## config.mk

```make
export PLATFORM = sky130hd
export DESIGN_NAME = stick_deadband_percent_map
export DESIGN_NICKNAME = d
export VERILOG_FILES = /design/src/sv/sdpm_pkg.sv /design/src/sv/stick_deadband_percent_map.sv
export SDC_FILE = /design/constraint.sdc
export NUM_CORES = 1
export LEC_CHECK = 0
export ABC_AREA = 1
export BUFFER_PORTS_ARGS = -buffer_cell sky130_fd_sc_hd__buf_2
export CORE_ASPECT_RATIO = 0.75
export CORE_MARGIN = 10
export CORE_UTILIZATION = 65
export CTS_BUF_LIST = sky130_fd_sc_hd__clkbuf_16
export DETAILED_ROUTE_END_ITERATION = 8
export PLACE_DENSITY = 0.87
export SETUP_SLACK_MARGIN = 0.05
export SYNTH_ARGS = -nofsm -noshare
export SYNTH_HDL_FRONTEND = slang
export SYNTH_SLANG_ARGS = --single-unit
```

## constraint.sdc

```tcl
create_clock -name i_clk -period 55.2 [get_ports i_clk]
set_input_delay 5.52 -clock i_clk [delete_from_list [all_inputs] [get_ports i_clk]]
set_output_delay 5.52 -clock i_clk [all_outputs]
set_load 0.005 [all_outputs]
```

## src/sv/sdpm_pkg.sv

```systemverilog
// Package for the stick deadband percentage map.
// Holds configuration register indexes, reset values and scaling constants.
// No dependencies.
package sdpm_pkg;

    localparam int ADC_BITS_DEF = 12;

    localparam int CFG_IDX_W = 3;
    localparam logic [CFG_IDX_W-1:0] CFG_DEADBAND    = 3'd0;
    localparam logic [CFG_IDX_W-1:0] CFG_CENTER_CH0  = 3'd1;
    localparam logic [CFG_IDX_W-1:0] CFG_CENTER_CH1  = 3'd2;
    localparam logic [CFG_IDX_W-1:0] CFG_CENTER_MIN  = 3'd3;
    localparam logic [CFG_IDX_W-1:0] CFG_CENTER_MAX  = 3'd4;

    localparam int RST_DEADBAND   = 130;
    localparam int RST_CENTER     = 2048;
    localparam int RST_CENTER_MIN = 300;
    localparam int RST_CENTER_MAX = 3795;

    localparam int PCT_W    = 8;
    localparam int QUOT_W   = 7;
    localparam logic [QUOT_W-1:0] PCT_FULL = 7'd100;

endpackage

```

## src/sv/stick_deadband_percent_map.sv

```systemverilog
// Top level of the stick deadband percentage map.
// Depends on sdpm_pkg; a single pipelined datapath with a bit-per-stage divider.

// Each transaction carries one converter sample and a channel number and yields one
// transaction with a signed percentage and a fault flag. The block is fully pipelined:
// it accepts a new transaction in every cycle while the output side does not stall, and
// each result passes through eleven register stages: three front stages, seven
// restoring-divider stages that each settle one quotient bit, and the output register.
// When the output stalls with a result waiting, the whole pipeline freezes and o_stall is
// raised toward the input side, so nothing is lost or repeated. The five configuration
// registers (deadband, left and right center, center window minimum and maximum) are
// written through i_cfg_we/i_cfg_idx/i_cfg_data and must only change while no
// transaction is in flight; writes to an index past the last register are ignored.
module stick_deadband_percent_map #(
    parameter int ADC_BITS = sdpm_pkg::ADC_BITS_DEF
) (
    input  logic                          i_clk,
    input  logic                          i_rst_n,
    // Configuration write port.
    input  logic                          i_cfg_we,
    input  logic [sdpm_pkg::CFG_IDX_W-1:0] i_cfg_idx,
    input  logic [ADC_BITS-1:0]           i_cfg_data,
    // Input channel.
    input  logic                          i_valid,
    output logic                          o_stall,
    input  logic                          i_channel,
    input  logic [ADC_BITS-1:0]           i_raw,
    // Output channel.
    output logic                          o_valid,
    input  logic                          i_stall,
    output logic signed [sdpm_pkg::PCT_W-1:0] o_percent,
    output logic                          o_fault
);
    import sdpm_pkg::*;

    // The scaled excess is below 128 * 2^ADC_BITS, so seven extra bits hold it.
    localparam int NUM_W  = ADC_BITS + QUOT_W;
    localparam logic [ADC_BITS-1:0] FULL = {ADC_BITS{1'b1}};

    typedef struct packed {
        logic                valid;
        logic                active;
        logic                neg;
        logic                fault;
        logic                sat;
        logic [ADC_BITS-1:0] span;
        logic [NUM_W-1:0]    rem;
        logic [QUOT_W-1:0]   quot;
    } t_dv;

    // Configuration registers.
    logic [ADC_BITS-1:0] r_deadband, r_center_ch0, r_center_ch1;
    logic [ADC_BITS-1:0] r_center_min, r_center_max;

    always_ff @(posedge i_clk) begin
        if (!i_rst_n) begin
            r_deadband     <= ADC_BITS'(RST_DEADBAND);
            r_center_ch0   <= ADC_BITS'(RST_CENTER);
            r_center_ch1   <= ADC_BITS'(RST_CENTER);
            r_center_min   <= ADC_BITS'(RST_CENTER_MIN);
            r_center_max   <= ADC_BITS'(RST_CENTER_MAX);
        end else if (i_cfg_we) begin
            case (i_cfg_idx)
                CFG_DEADBAND:    r_deadband     <= i_cfg_data;
                CFG_CENTER_CH0:  r_center_ch0   <= i_cfg_data;
                CFG_CENTER_CH1:  r_center_ch1   <= i_cfg_data;
                CFG_CENTER_MIN:  r_center_min   <= i_cfg_data;
                CFG_CENTER_MAX:  r_center_max   <= i_cfg_data;
                default: begin
                end
            endcase
        end
    end

    // Every stage moves together; the pipeline freezes only while a finished
    // result sits in the output register and the consumer stalls.
    logic w_adv;
    assign w_adv   = !o_valid || !i_stall;
    assign o_stall = !w_adv;

    // Stage 1: center selection, signed difference and the calibration check.
    logic                       r1_valid, n1_valid;
    logic signed [ADC_BITS:0]   r1_delta, n1_delta;
    logic [ADC_BITS-1:0]        r1_center, n1_center;
    logic                       r1_fault, n1_fault;

    always_comb begin
        n1_valid  = i_valid;
        n1_center = i_channel ? r_center_ch1 : r_center_ch0;
        n1_delta  = $signed({1'b0, i_raw}) - $signed({1'b0, n1_center});
        n1_fault  = (r_center_ch0 < r_center_min) || (r_center_ch0 > r_center_max) ||
                    (r_center_ch1 < r_center_min) || (r_center_ch1 > r_center_max);
    end

    // Stage 2: magnitude against the deadband, excess and the span of the side.
    logic                       r2_valid, n2_valid;
    logic                       r2_active, n2_active;
    logic                       r2_neg, n2_neg;
    logic                       r2_fault, n2_fault;
    logic [ADC_BITS-1:0]        r2_excess, n2_excess;
    logic [ADC_BITS-1:0]        r2_span, n2_span;
    logic [ADC_BITS:0]          w2_mag;
    logic signed [ADC_BITS+1:0] w2_side;

    always_comb begin
        n2_valid  = r1_valid;
        n2_fault  = r1_fault;
        n2_neg    = r1_delta < 0;
        w2_mag    = n2_neg ? (ADC_BITS+1)'(-r1_delta) : (ADC_BITS+1)'(r1_delta);
        n2_active = !r1_fault && (w2_mag > {1'b0, r_deadband});
        n2_excess = w2_mag[ADC_BITS-1:0] - r_deadband;
        if (n2_neg) begin
            w2_side = $signed({2'b00, r1_center}) - $signed({2'b00, r_deadband});
        end else begin
            w2_side = $signed({2'b00, FULL}) - $signed({2'b00, r1_center})
                      - $signed({2'b00, r_deadband});
        end
        // A span that is not positive counts as one, which saturates the result.
        n2_span = (w2_side <= 0) ? ADC_BITS'(1) : w2_side[ADC_BITS-1:0];
    end

    // Stage 3: excess times 100 as shift-adds, and the early saturation test
    // for a quotient of 128 or more.
    t_dv              r_dv [0:QUOT_W];
    t_dv              n_dv [0:QUOT_W];
    logic [NUM_W-1:0] w3_num;

    always_comb begin
        w3_num = NUM_W'({r2_excess, 6'b0}) + NUM_W'({r2_excess, 5'b0})
                 + NUM_W'({r2_excess, 2'b0});
        n_dv[0].valid  = r2_valid;
        n_dv[0].active = r2_active;
        n_dv[0].neg    = r2_neg;
        n_dv[0].fault  = r2_fault;
        n_dv[0].span   = r2_span;
        n_dv[0].sat    = w3_num >= {r2_span, {QUOT_W{1'b0}}};
        n_dv[0].rem    = w3_num;
        n_dv[0].quot   = '0;
    end

    // Restoring divider: stage j settles quotient bit QUOT_W-1-j.
    for (genvar j = 0; j < QUOT_W; j++) begin : g_div
        localparam int BIT = QUOT_W - 1 - j;
        logic [NUM_W-1:0] w_dsr;
        always_comb begin
            w_dsr        = NUM_W'(r_dv[j].span) << BIT;
            n_dv[j+1]    = r_dv[j];
            if (r_dv[j].rem >= w_dsr) begin
                n_dv[j+1].rem       = r_dv[j].rem - w_dsr;
                n_dv[j+1].quot[BIT] = 1'b1;
            end
        end
    end

    // Output stage: clip to 100, apply the sign of the deflection, and give zero inside the deadband or on a fault.
    logic                     r_out_valid;
    logic signed [PCT_W-1:0]  r_percent, n_percent;
    logic                     r_fault_q;
    logic [QUOT_W-1:0]        w_mag_pct;

    always_comb begin
        w_mag_pct = (r_dv[QUOT_W].sat || r_dv[QUOT_W].quot > PCT_FULL) ?
                    PCT_FULL : r_dv[QUOT_W].quot;
        if (!r_dv[QUOT_W].active) begin
            n_percent = '0;
        end else if (r_dv[QUOT_W].neg) begin
            n_percent = -$signed({1'b0, w_mag_pct});
        end else begin
            n_percent = $signed({1'b0, w_mag_pct});
        end
    end

    always_ff @(posedge i_clk) begin
        if (!i_rst_n) begin
            r1_valid    <= 1'b0;
            r2_valid    <= 1'b0;
            r_out_valid <= 1'b0;
            for (int k = 0; k <= QUOT_W; k++) begin
                r_dv[k].valid <= 1'b0;
            end
        end else if (w_adv) begin
            r1_valid    <= n1_valid;
            r1_delta    <= n1_delta;
            r1_center   <= n1_center;
            r1_fault    <= n1_fault;
            r2_valid    <= n2_valid;
            r2_active   <= n2_active;
            r2_neg      <= n2_neg;
            r2_fault    <= n2_fault;
            r2_excess   <= n2_excess;
            r2_span     <= n2_span;
            for (int k = 0; k <= QUOT_W; k++) begin
                r_dv[k] <= n_dv[k];
            end
            r_out_valid <= r_dv[QUOT_W].valid;
            r_percent   <= n_percent;
            r_fault_q   <= r_dv[QUOT_W].fault;
        end
    end

    assign o_valid   = r_out_valid;
    assign o_percent = r_percent;
    assign o_fault   = r_fault_q;

endmodule

```

==> results of run 1 <==
flip-flops by register name (all words and copies together) (netlist names), 8 cells and up:
name and count:
r_center_min 12, r2_span 12, r_dv 272, r_center_ch0 12, o_percent 8, r1_delta 13
r_center_ch1 12, r_center_max 12, r2_excess 12, r1_center 12, r_deadband 12
layout by cell type, fill, tap and decap left out, types with 3 or more instances in the layout:
cell type and count:
a211oi_1 3, a21boi_0 3, a21o_1 15, a21oi_1 188, a21oi_2 3, a221oi_1 3, a31oi_1 13, buf_2 43
buf_4 3, bufinv_16 6, clkbuf_16 41, clkinv_1 8, clkinvlp_4 3, dfxtp_1 68, edfxtp_1 329, fa_1 19
ha_1 208, inv_1 385, inv_2 4, nand2_1 484, nand2_2 4, nand3_1 109, nand3_2 3, nand3b_1 5
nand4_1 25, nor2_1 157, nor3_1 30, nor4_1 12, o2111ai_1 6, o211ai_1 16, o21a_1 4, o21ai_0 148
o21ai_1 21, o21ai_2 21, o21bai_1 6, o22ai_1 7, or2_2 7, xnor2_1 42, xor2_1 63
metal layers:
layer	track usage (%)	vias to the layer above	wire length, microns
li1	-	8463	-
met1	32.9	8061	23000
met3	3.60	100	3860
met2	38.1	619	23700
met5	0	-	0
met4	5.98	0	1010
how the worst min path moves through the flow:
stage,from,to,slack [ns],cells past startpoint
after CTS,r_dv[1][81],r_dv[1][124],0.42,0
after floorplan,r_dv[1][168],o_fault,0.40,0
after global placement,r_dv[0][82],r_dv[0][125],0.40,0
after global routing,r_dv[1][46],r_dv[1][89],0.42,0
final,r_dv[1][81],r_dv[1][124],0.42,0
after detailed placement,r_dv[1][81],r_dv[1][124],0.40,0
report_power, final:
group	switching (W)	internal, W
clock	0.000114	0.000163
sequential	0.0000419	0.000422
combinational	0.000340	0.000213
worst max-delay path: stages:
cell and delay, ns:
buf_2 0.08, nand2_1 0.05, inv_1 0.12, buf_2 0.14
logic make-up (layout without fill, tap and decap cells):
logic type | after synthesis | in the layout | share of synthesized area (%)
xor gates and xnor gates | 105 | 105 | 4.00
adders and majority gates | 227 | 227 | 13.0
buffers and inverters | 420 | 499 | 7.30
and+or+nand+nor | 841 | 841 | 15.3
DFF | 397 | 397 | 48.9
AOI/OAI and AO/OA | 467 | 467 | 11.5
metrics by stage:
step | cell area, sq um | utilization, %
floorplan | 23000 | -
global placement | 23600 | 67.8
detailed placement | 23600 | 67.8
CTS | 24900 | 71.6
global route | 24900 | 71.6
finish | 24900 | 71.6
final cells by class:
| type | count | area (sq um) | area share, % |
|---|---|---|---|
| tap | 457 | 572 | 2.30 |
| clock buffer | 41 | 1030 | 4.12 |
| multi-input combinational | 1640 | 10100 | 40.4 |
| sequential | 397 | 11200 | 45.2 |
| inverter | 383 | 1440 | 5.79 |
| timing repair buffer | 47 | 258 | 1.04 |
| clock inverter | 28 | 298 | 1.20 |
==> run summary, run 1 <==
Worst-Skew Late Latency: 0.56 ns
Clock Tree Root: clkbuf_16
Global Route Usage Sum: 23.6%
Pwr Density: 52.0 nW/um^2
DRC: 0
Post-Syn Area: 23,000 sq um
CP endpoint: o_stall
Port bufs: 43
FF+latch count, synth: 397
Post-Route WL: 51,600 microns
Max capacitance violation total: 0
Clk_skew: 0.0231 ns
Critical path endpoint category: output port
Slew Limit Fails: 0
Dpl ws: 43.78 ns
Die Area: 43,300 sq um
FF-to-FF Start: r2_excess[4]
Synth area leader: edfxtp_1
Peak fanout along the critical path: 3
Remaining antenna violation count: 0
Top-count cell post-synth: nand2_1
Initial antenna violation count: 0
Layout fillers: 2,509
Initial Util: 66.1%
CTS tree: done
Synth Instances: 2,457
Worst R2R Setup Slack: 51.59 ns
Clock Pin Slew Worst Setup and Hold Paths: 0.06 ns
Synth area leaders: edfxtp_1, ha_1, nand2_1, inv_1, dfxtp_1
Setup Buffers After CTS: 0
Kind of critical path: in -> out
Mapped Nets: 2,717
Hold_ws: 0.418 ns
Area grow syn2layout: 8.38%
CORE AREA: 34,800 sq um
Slew at the pin closest to its max-slew limit: 1.15 ns
Post-synth EDFFs: 329
Drt wl/cell: 17.2 microns
Synth cell types: 52
Status: finished, final reports clean
Share of cells above drive strength 1: 5.88%
CTS Sinks: 397
Total power: 0.00129 W
Diodes inserted: 0
CTS Buffer Depth: 3
Part of the cycle the worst path needs: 20.7%
Minimum clock period after layout: 11.42 ns
RSZ-0062 raised after global routing: no
Final #Nets: 2,768
Hold Vio Cnt, Final: 0
Max Fclk: 0.0876 GHz
Cts hold-fix bufs: 0
Mean Syn Cell Area: 9.35 sq um
Setup slack after layout: 43.78 ns
Setup TNS: 0 ns
Synth Flop Type: edfxtp_1
Total grt overflow: 0
Min-delay worst type: reg -> reg
Post-synth top area share: 43.0%
Routability cong.: 0.905
CP arrival: 5.90 ns
Site Rows: 59
Pre-antenna DRT Iters: 6
Via count: 17,200
Htree depth: 2
Non-filler cells, final: 2,993
Post-CTS sizing: 0
Die X: 237 microns
DP HPWL: 39,100 microns
Launch point of the worst path: i_stall
Startpoint Class: input port
Vias in the first global route: 16,800
Setup Viol. Count Final: 0
Slew HR: 23.2%
TritonCTS Buffers: 39
RR Endpoint: r_dv[0][38]
Warnings from Yosys: 0
First-pass GRT wire length: 84,400 microns
Sequential area share after synthesis: 48.9%
I/O Pins: 44
Dpl cells: 2,924
Die height: 183 microns
Synth top cells by count: nand2_1, inv_1, edfxtp_1, ha_1, a21oi_1
Worst Path Required: 49.68 ns
Peak VDD IR: 0.0000433 V
R2R cell count: 13
Via density: 5.76
Largest net degree at the start of global routing: 202
Asr flop ratio synth: 0%
First DRT Iteration DRCs: 1,797
Leakage: 11.2 nW
Power figures use the tool's default switching activity.
==> run 2: changes to the inputs <==
- ABC_AREA: 1 -> 0
- CORE_UTILIZATION: 65 -> 64
- PLACE_DENSITY: 0.87 -> 0.86
- clock period: 55.2 -> 10.6 ns (I/O delays scaled with it)
==> run summary, run 2 <==
Clock Tree Root: clkbuf_16
Worst-Skew Late Latency: 0.56 ns (about the same)
Most flop-heavy register: r_dv
Post-Syn Area: 22,300 sq um (-2.7%)
Clock power frac: 22.1% (+0.7 points)
Worst-path cell chain: fa_1, ha_1, fa_1, a21o_1, a21oi_1, o21bai_1, a21oi_1, o21ai_0, a21o_1, a21o_1, xor2_1, ha_1, nor2b_1, a311oi_1, o21ai_0
Slew HR: 26.4% (+3.2 points)
Slew Limit Fails: 0 (unchanged)
Status: finished, final reports clean
Startpoint Class: flop
Setup TNS: 0 ns (unchanged)
Post-synth EDFFs: 329 (unchanged)
Commonest non-fill, non-tap cells in the layout: edfxtp_1, inv_1, ha_1
Max capacitance violation total: 0 (unchanged)
Cts hold-fix bufs: 0 (unchanged)
Remaining antenna violation count: 0 (unchanged)
Max Fclk: 0.239 GHz
Vias in the first global route: 15,500 (-7.4%)
I/O Pins: 44 (unchanged)
Switching Share: 35.6% (-2.7 points)
Area grow syn2layout: 8.21%
Via count: 15,800 (-8.6%)
Mapped Nets: 2,307 (-15%)
Cell mode on critical path: a21o_1
Post-Route WL: 48,500 microns (-6.0%)
Asr flop ratio synth: 0% (unchanged)
Largest net degree at the start of global routing: 194 (-4.0%)
CP arrival: 4.47 ns (-1.43 ns)
Mean Syn Cell Area: 10.9 sq um (+17%)
Worst Path Required: 10.87 ns (-38.81 ns)
Htree depth: 2 (unchanged)
Share of cells above drive strength 1: 6.83% (+0.96 points)
CP peak stage delay: 0.52 ns (+0.38 ns)
Most common cell after layout, fill and taps aside: edfxtp_1
Pwr Density: 250 nW/um^2 (+380%)
Part of the cycle the worst path needs: 39.6%
Via density: 6.11 (+6.0%)
Top flop regs: r_dv x272, r1_delta x13
Initial Util: 64.7% (-1.4 points)
Die height: 182 microns (-0.53%)
First DRT Iteration DRCs: 1,619 (-9.9%)
Post-CTS sizing: 0 (unchanged)
Crit path buf inv count: 0 (-3)
Initial antenna violation count: 0 (unchanged)
Peak VDD IR: 0.000226 V (+420%)
Max reg flops: 272 (unchanged)
Kind of critical path: reg -> reg
Final design utilization: 70.0% (-1.6 points)
Seq pwr share: 39.1% (+3.2 points)
CTS tree: done
Port bufs: 43 (unchanged)
Synth area leader: edfxtp_1
Clk_skew: 0.0308 ns (+0.00770 ns)
Slew at the pin closest to its max-slew limit: 1.10 ns (-0.0479 ns)
Critical path endpoint category: flop
Min-delay worst type: reg -> reg
Top-count cell post-synth: edfxtp_1
DP HPWL: 35,200 microns (-10%)
Routability cong.: 0.920 (+1.6%)
TritonCTS Buffers: 40 (+2.6%)
Hold Vio Cnt, Final: 0 (unchanged)
Drt wl/cell: 18.8 microns (+9.1%)
Pint: 0.00389 W (+390%)
Leakage: 9.93 nW (-11%)
Synth top cells by count: edfxtp_1, ha_1, nand2_1, inv_1, a21oi_1
Worst R2R Setup Slack: 6.41 ns (-45.18 ns)
RSZ-0062 raised after global routing: no
Clock Pin Slew Worst Setup and Hold Paths: 0.06 ns (about the same)
Peak fanout along the critical path: 3 (unchanged)
CP max stage cell: fa_1
Synth area leaders: edfxtp_1, ha_1, dfxtp_1, nand2_1, inv_1
CP top delay family: compound AO/OA/AOI/OAI gates
Combinational power share: 38.9% (-3.8 points)
Die Area: 42,900 sq um (-1.1%)
Total power: 0.00605 W (+370%)
Sequential area share after synthesis: 50.3% (+1.4 points)
Synth cell types: 89 (+71%)
Die X: 236 microns (-0.55%)
Switch Pwr: 0.00215 W (+330%)
DRC: 0 (unchanged)
Pre-antenna DRT Iters: 9 (+3)
FF+latch count, synth: 397 (unchanged)
Warnings from Yosys: 0 (unchanged)
First-pass GRT wire length: 79,000 microns (-6.4%)
Diodes inserted: 0 (unchanged)
Synth Instances: 2,047 (-17%)
CTS Sinks: 397 (unchanged)
Setup Buffers After CTS: 0 (unchanged)
Minimum clock period after layout: 4.19 ns
Final #Nets: 2,350 (-15%)
Synth Flop Type: edfxtp_1
CORE AREA: 34,500 sq um (-0.64%)
Setup Viol. Count Final: 0 (unchanged)
CTS Buffer Depth: 3 (unchanged)
Post-synth top area share: 44.2% (+1.2 points)
Site Rows: 59 (unchanged)
Total grt overflow: 0 (unchanged)
Global Route Usage Sum: 22.3% (-1.3 points)
==> run 2: cell count changes in the layout (fill, tap and decap cells not counted), moves of 51 or more <==
cell	before	now
nand3_1	109	27
nand2_1	484	207
inv_1	385	212
a21oi_1	188	121
o21ai_0	148	74
a21boi_0	3	54
==> run 2: worst register-to-register path, cell delays in order (launching register included) <==
cell and delay [ns]:
edfxtp_1 0.48, fa_1 0.52, ha_1 0.24, fa_1 0.40, a21o_1 0.19, a21oi_1 0.23
o21bai_1 0.09, a21oi_1 0.22, o21ai_0 0.18, a21o_1 0.20, a21o_1 0.19, xor2_1 0.18
ha_1 0.27, nor2b_1 0.13, a311oi_1 0.25, o21ai_0 0.14
==> run 2: metrics by stage <==
stage	cells	worst slack [ns]	hold slack (ns)	instance area [sq um]
6_report	2579	6.41	0.410	24200
5_1_grt	2579	6.10	0.424	24200
4_1_cts	2579	6.42	0.419	24200
3_5_place_dp	2505	6.42	0.405	23000
3_3_place_gp	2505	6.57	0.401	23000
2_1_floorplan	2047	0.903	0.400	22300
==> run 2: final timing paths <==
kind	cells past startpoint	end	startpoint
setup / recovery	15	r_dv[0][38]	r2_excess[4]
hold / removal	0	r_dv[0][124]	r_dv[0][81]
setup reg to reg	15	r_dv[0][38]	r2_excess[4]
hold reg to reg	0	r_dv[0][124]	r_dv[0][81]
==> run 2: power groups by stage <==
stage,clock [W],combinational (W),sequential [W]
5_1_grt,0.00142,0.00261,0.00239
3_3_place_gp,0,0.00213,0.00237
2_1_floorplan,0,0.00178,0.00231
4_1_cts,0.00136,0.00231,0.00236
6_report,0.00134,0.00235,0.00236
3_5_place_dp,0,0.00229,0.00239
==> run 2: kinds of logic after synthesis <==
logic type,share of synthesized area (%)
AO/OA/AOI/OAI,13.7
AND/OR/NAND/NOR,12.5
adder cells (fa/ha/maj),13.3
XOR/XNOR,4.27
flip-flops,50.3
buffers and inverters,4.44
multiplexers,1.52
==> run 2: routing by layer <==
metal  GRT usage, %  vias to the layer above  wire, microns  share of wire [%]
met5              0                        -              0                  0
met4           9.11                        0           1860                3.8
met3           3.60                      132           3210                6.6
met2           36.2                      619          22600                 47
met1           29.3                     7541          20800                 43
li1               -                     7462              -                  -
==> run 2: layout make-up <==
type / count / area (sq um)
Tap cell: 457 / 572
Clock inverter: 33 / 193
Inverter: 207 / 777
Multi-Input combinational cell: 1397 / 10100
Clock buffer: 41 / 1030
Fill cell: 2417 / 10400
Timing Repair Buffer: 47 / 258
Sequential cell: 397 / 11200
==> run 3: changes to the inputs <==
- clock period: 10.6 -> 4.14 ns (I/O delays scaled with it)
==> run summary, run 3 (synthesis results as in run 2) <==
Status: finished, final reports clean
Slew at the pin closest to its max-slew limit: 1.13 ns (+0.0292 ns)
Setup TNS: 0 ns (unchanged)
Largest net degree at the start of global routing: 70 (-64%)
First-pass GRT wire length: 78,700 microns (-0.38%)
Htree depth: 2 (unchanged)
Die X: 236 microns (unchanged)
Worst-Skew Late Latency: 0.56 ns (about the same)
Worst R2R Setup Slack: 0.17 ns (-6.24 ns)
Total grt overflow: 0 (unchanged)
Clock Tree Root: clkbuf_16
Layout fillers: 2,375 (-1.7%)
Via count: 15,700 (-0.41%)
Initial Util: 64.7% (unchanged)
CORE AREA: 34,500 sq um (unchanged)
TritonCTS Buffers: 40 (unchanged)
Launch point of the worst path: r2_excess[1]
RSZ-0062 raised after global routing: no
Vias in the first global route: 15,600 (+0.21%)
Commonest non-fill, non-tap cells in the layout: edfxtp_1, inv_1, ha_1
Max reg flops: 272 (unchanged)
Top flop regs: r_dv x272, r1_delta x13
Startpoint Class: flop
Share of cells above drive strength 1: 7.84% (+1.0 points)
Hold Vio Cnt, Final: 0 (unchanged)
Die height: 182 microns (unchanged)
Max capacitance violation total: 0 (unchanged)
Most flop-heavy register: r_dv
Non-filler cells, final: 2,588 (+0.35%)
Post-Route WL: 48,800 microns (+0.58%)
CTS Buffer Depth: 3 (unchanged)
Peak fanout along the critical path: 4 (+1)
Min-Delay Startpoint: i_valid
FF-to-FF Start: r2_excess[1]
CTS Sinks: 397 (unchanged)
Min-delay worst type: in -> reg
Slew HR: 24.1% (-2.2 points)
Final #Nets: 2,363 (+0.55%)
Leakage: 10.1 nW (+1.3%)
DRC: 0 (unchanged)
Most common cell after layout, fill and taps aside: edfxtp_1
Hold_ws: 0.132 ns (-0.278 ns)
Routability cong.: 0.927 (+0.74%)
Diodes inserted: 0 (unchanged)
Dpl cells: 2,515 (+0.40%)
Worst Path Required: 4.42 ns (-6.45 ns)
CTS tree: done
Via density: 6.06 (-0.76%)
Port bufs: 43 (unchanged)
Initial antenna violation count: 0 (unchanged)
Area grow syn2layout: 9.27%
Max Fclk: 0.252 GHz (+5.6%)
Clk_skew: 0.0291 ns (-0.00176 ns)
Minimum clock period after layout: 3.97 ns (-0.224 ns)
Pwr Density: 644 nW/um^2 (+160%)
Setup Viol. Count Final: 0 (unchanged)
Site Rows: 59 (unchanged)
Cts hold-fix bufs: 0 (unchanged)
I/O Pins: 44 (unchanged)
Die Area: 42,900 sq um (unchanged)
Remaining antenna violation count: 0 (unchanged)
Pre-antenna DRT Iters: 6 (-3)
First DRT Iteration DRCs: 1,336 (-17%)
Global Route Usage Sum: 22.1% (-0.16 points)
Kind of critical path: reg -> reg
Peak VDD IR: 0.000585 V (+160%)
Critical path endpoint category: flop
Clock Pin Slew Worst Setup and Hold Paths: 0.06 ns (about the same)
Drt wl/cell: 18.9 microns (+0.23%)
Part of the cycle the worst path needs: 95.9% (+56 points)
DP HPWL: 35,400 microns (+0.68%)
CP arrival: 4.24 ns (-0.23 ns)
Slew Limit Fails: 0 (unchanged)
run 3: final timing paths:
path,endpoint,cells past startpoint
max,r_dv[0][38],16
min,n2_valid,3
max reg2reg,r_dv[0][38],16
min reg2reg,r_dv[1][6],0
run 3: worst max-delay path, cell delays in order (launching register included):
cell      delay (ns)
edfxtp_1        0.46
fa_1            0.64
ha_1            0.26
a21o_1          0.19
a21oi_2         0.15
nor2b_1         0.08
o211ai_1        0.17
nand2_1         0.12
a41oi_2         0.19
nor2b_4         0.18
xnor2_1         0.16
ha_1            0.33
nand4_1         0.11
o31ai_1         0.08
a31o_2          0.22
a311oi_1        0.26
o21ai_1         0.11
run 3: where the power goes:
| group | total [W] | internal, W | leakage (nW) | switching, W |
|---|---|---|---|---|
| Sequential | 0.00602 | 0.00550 | 3.76 | 0.000522 |
| Combinational | 0.00613 | 0.00269 | 5.64 | 0.00344 |
| Clock | 0.00357 | 0.00203 | 0.670 | 0.00154 |
| Total | 0.0157 | 0.0102 | 10.1 | 0.00551 |
run 3: routing by layer:
layer	vias to the layer above	global-route usage [%]	wire length [microns]
li1	7479	-	-
met1	7507	28.8	20900
met2	581	37.2	23500
met3	122	3.56	3020
met4	0	6.99	1340
met5	-	0	0
run 3: area by class of cell:
type | instances | area [sq um] | share of cell area, %
sequential | 397 | 11200 | 46.0
multi-input combinational | 1397 | 10100 | 41.6
clock buffer | 40 | 1000 | 4.10
inverter | 207 | 777 | 3.18
tap | 457 | 572 | 2.34
timing repair buffer | 60 | 393 | 1.61
clock inverter | 30 | 283 | 1.16
run 3: repair_timing:
item	in CTS	in global routing
buffers inserted	0	3
endpoints found under the setup margin	1	1
pin swaps	0	6
gates resized for setup	1	9
cloned	0	0
run 3: metrics by stage:
stage	power, W	utilization (%)	cell area [sq um]	setup slack [ns]
2_1_floorplan	0.0104	-	22300	0.290
3_3_place_gp	0.0115	66.8	23100	0.150
3_5_place_dp	0.0119	66.8	23100	-0.00582
4_1_cts	0.0155	70.5	24400	0.0514
5_1_grt	0.0167	70.7	24400	0.00266
6_report	0.0157	70.7	24400	0.171
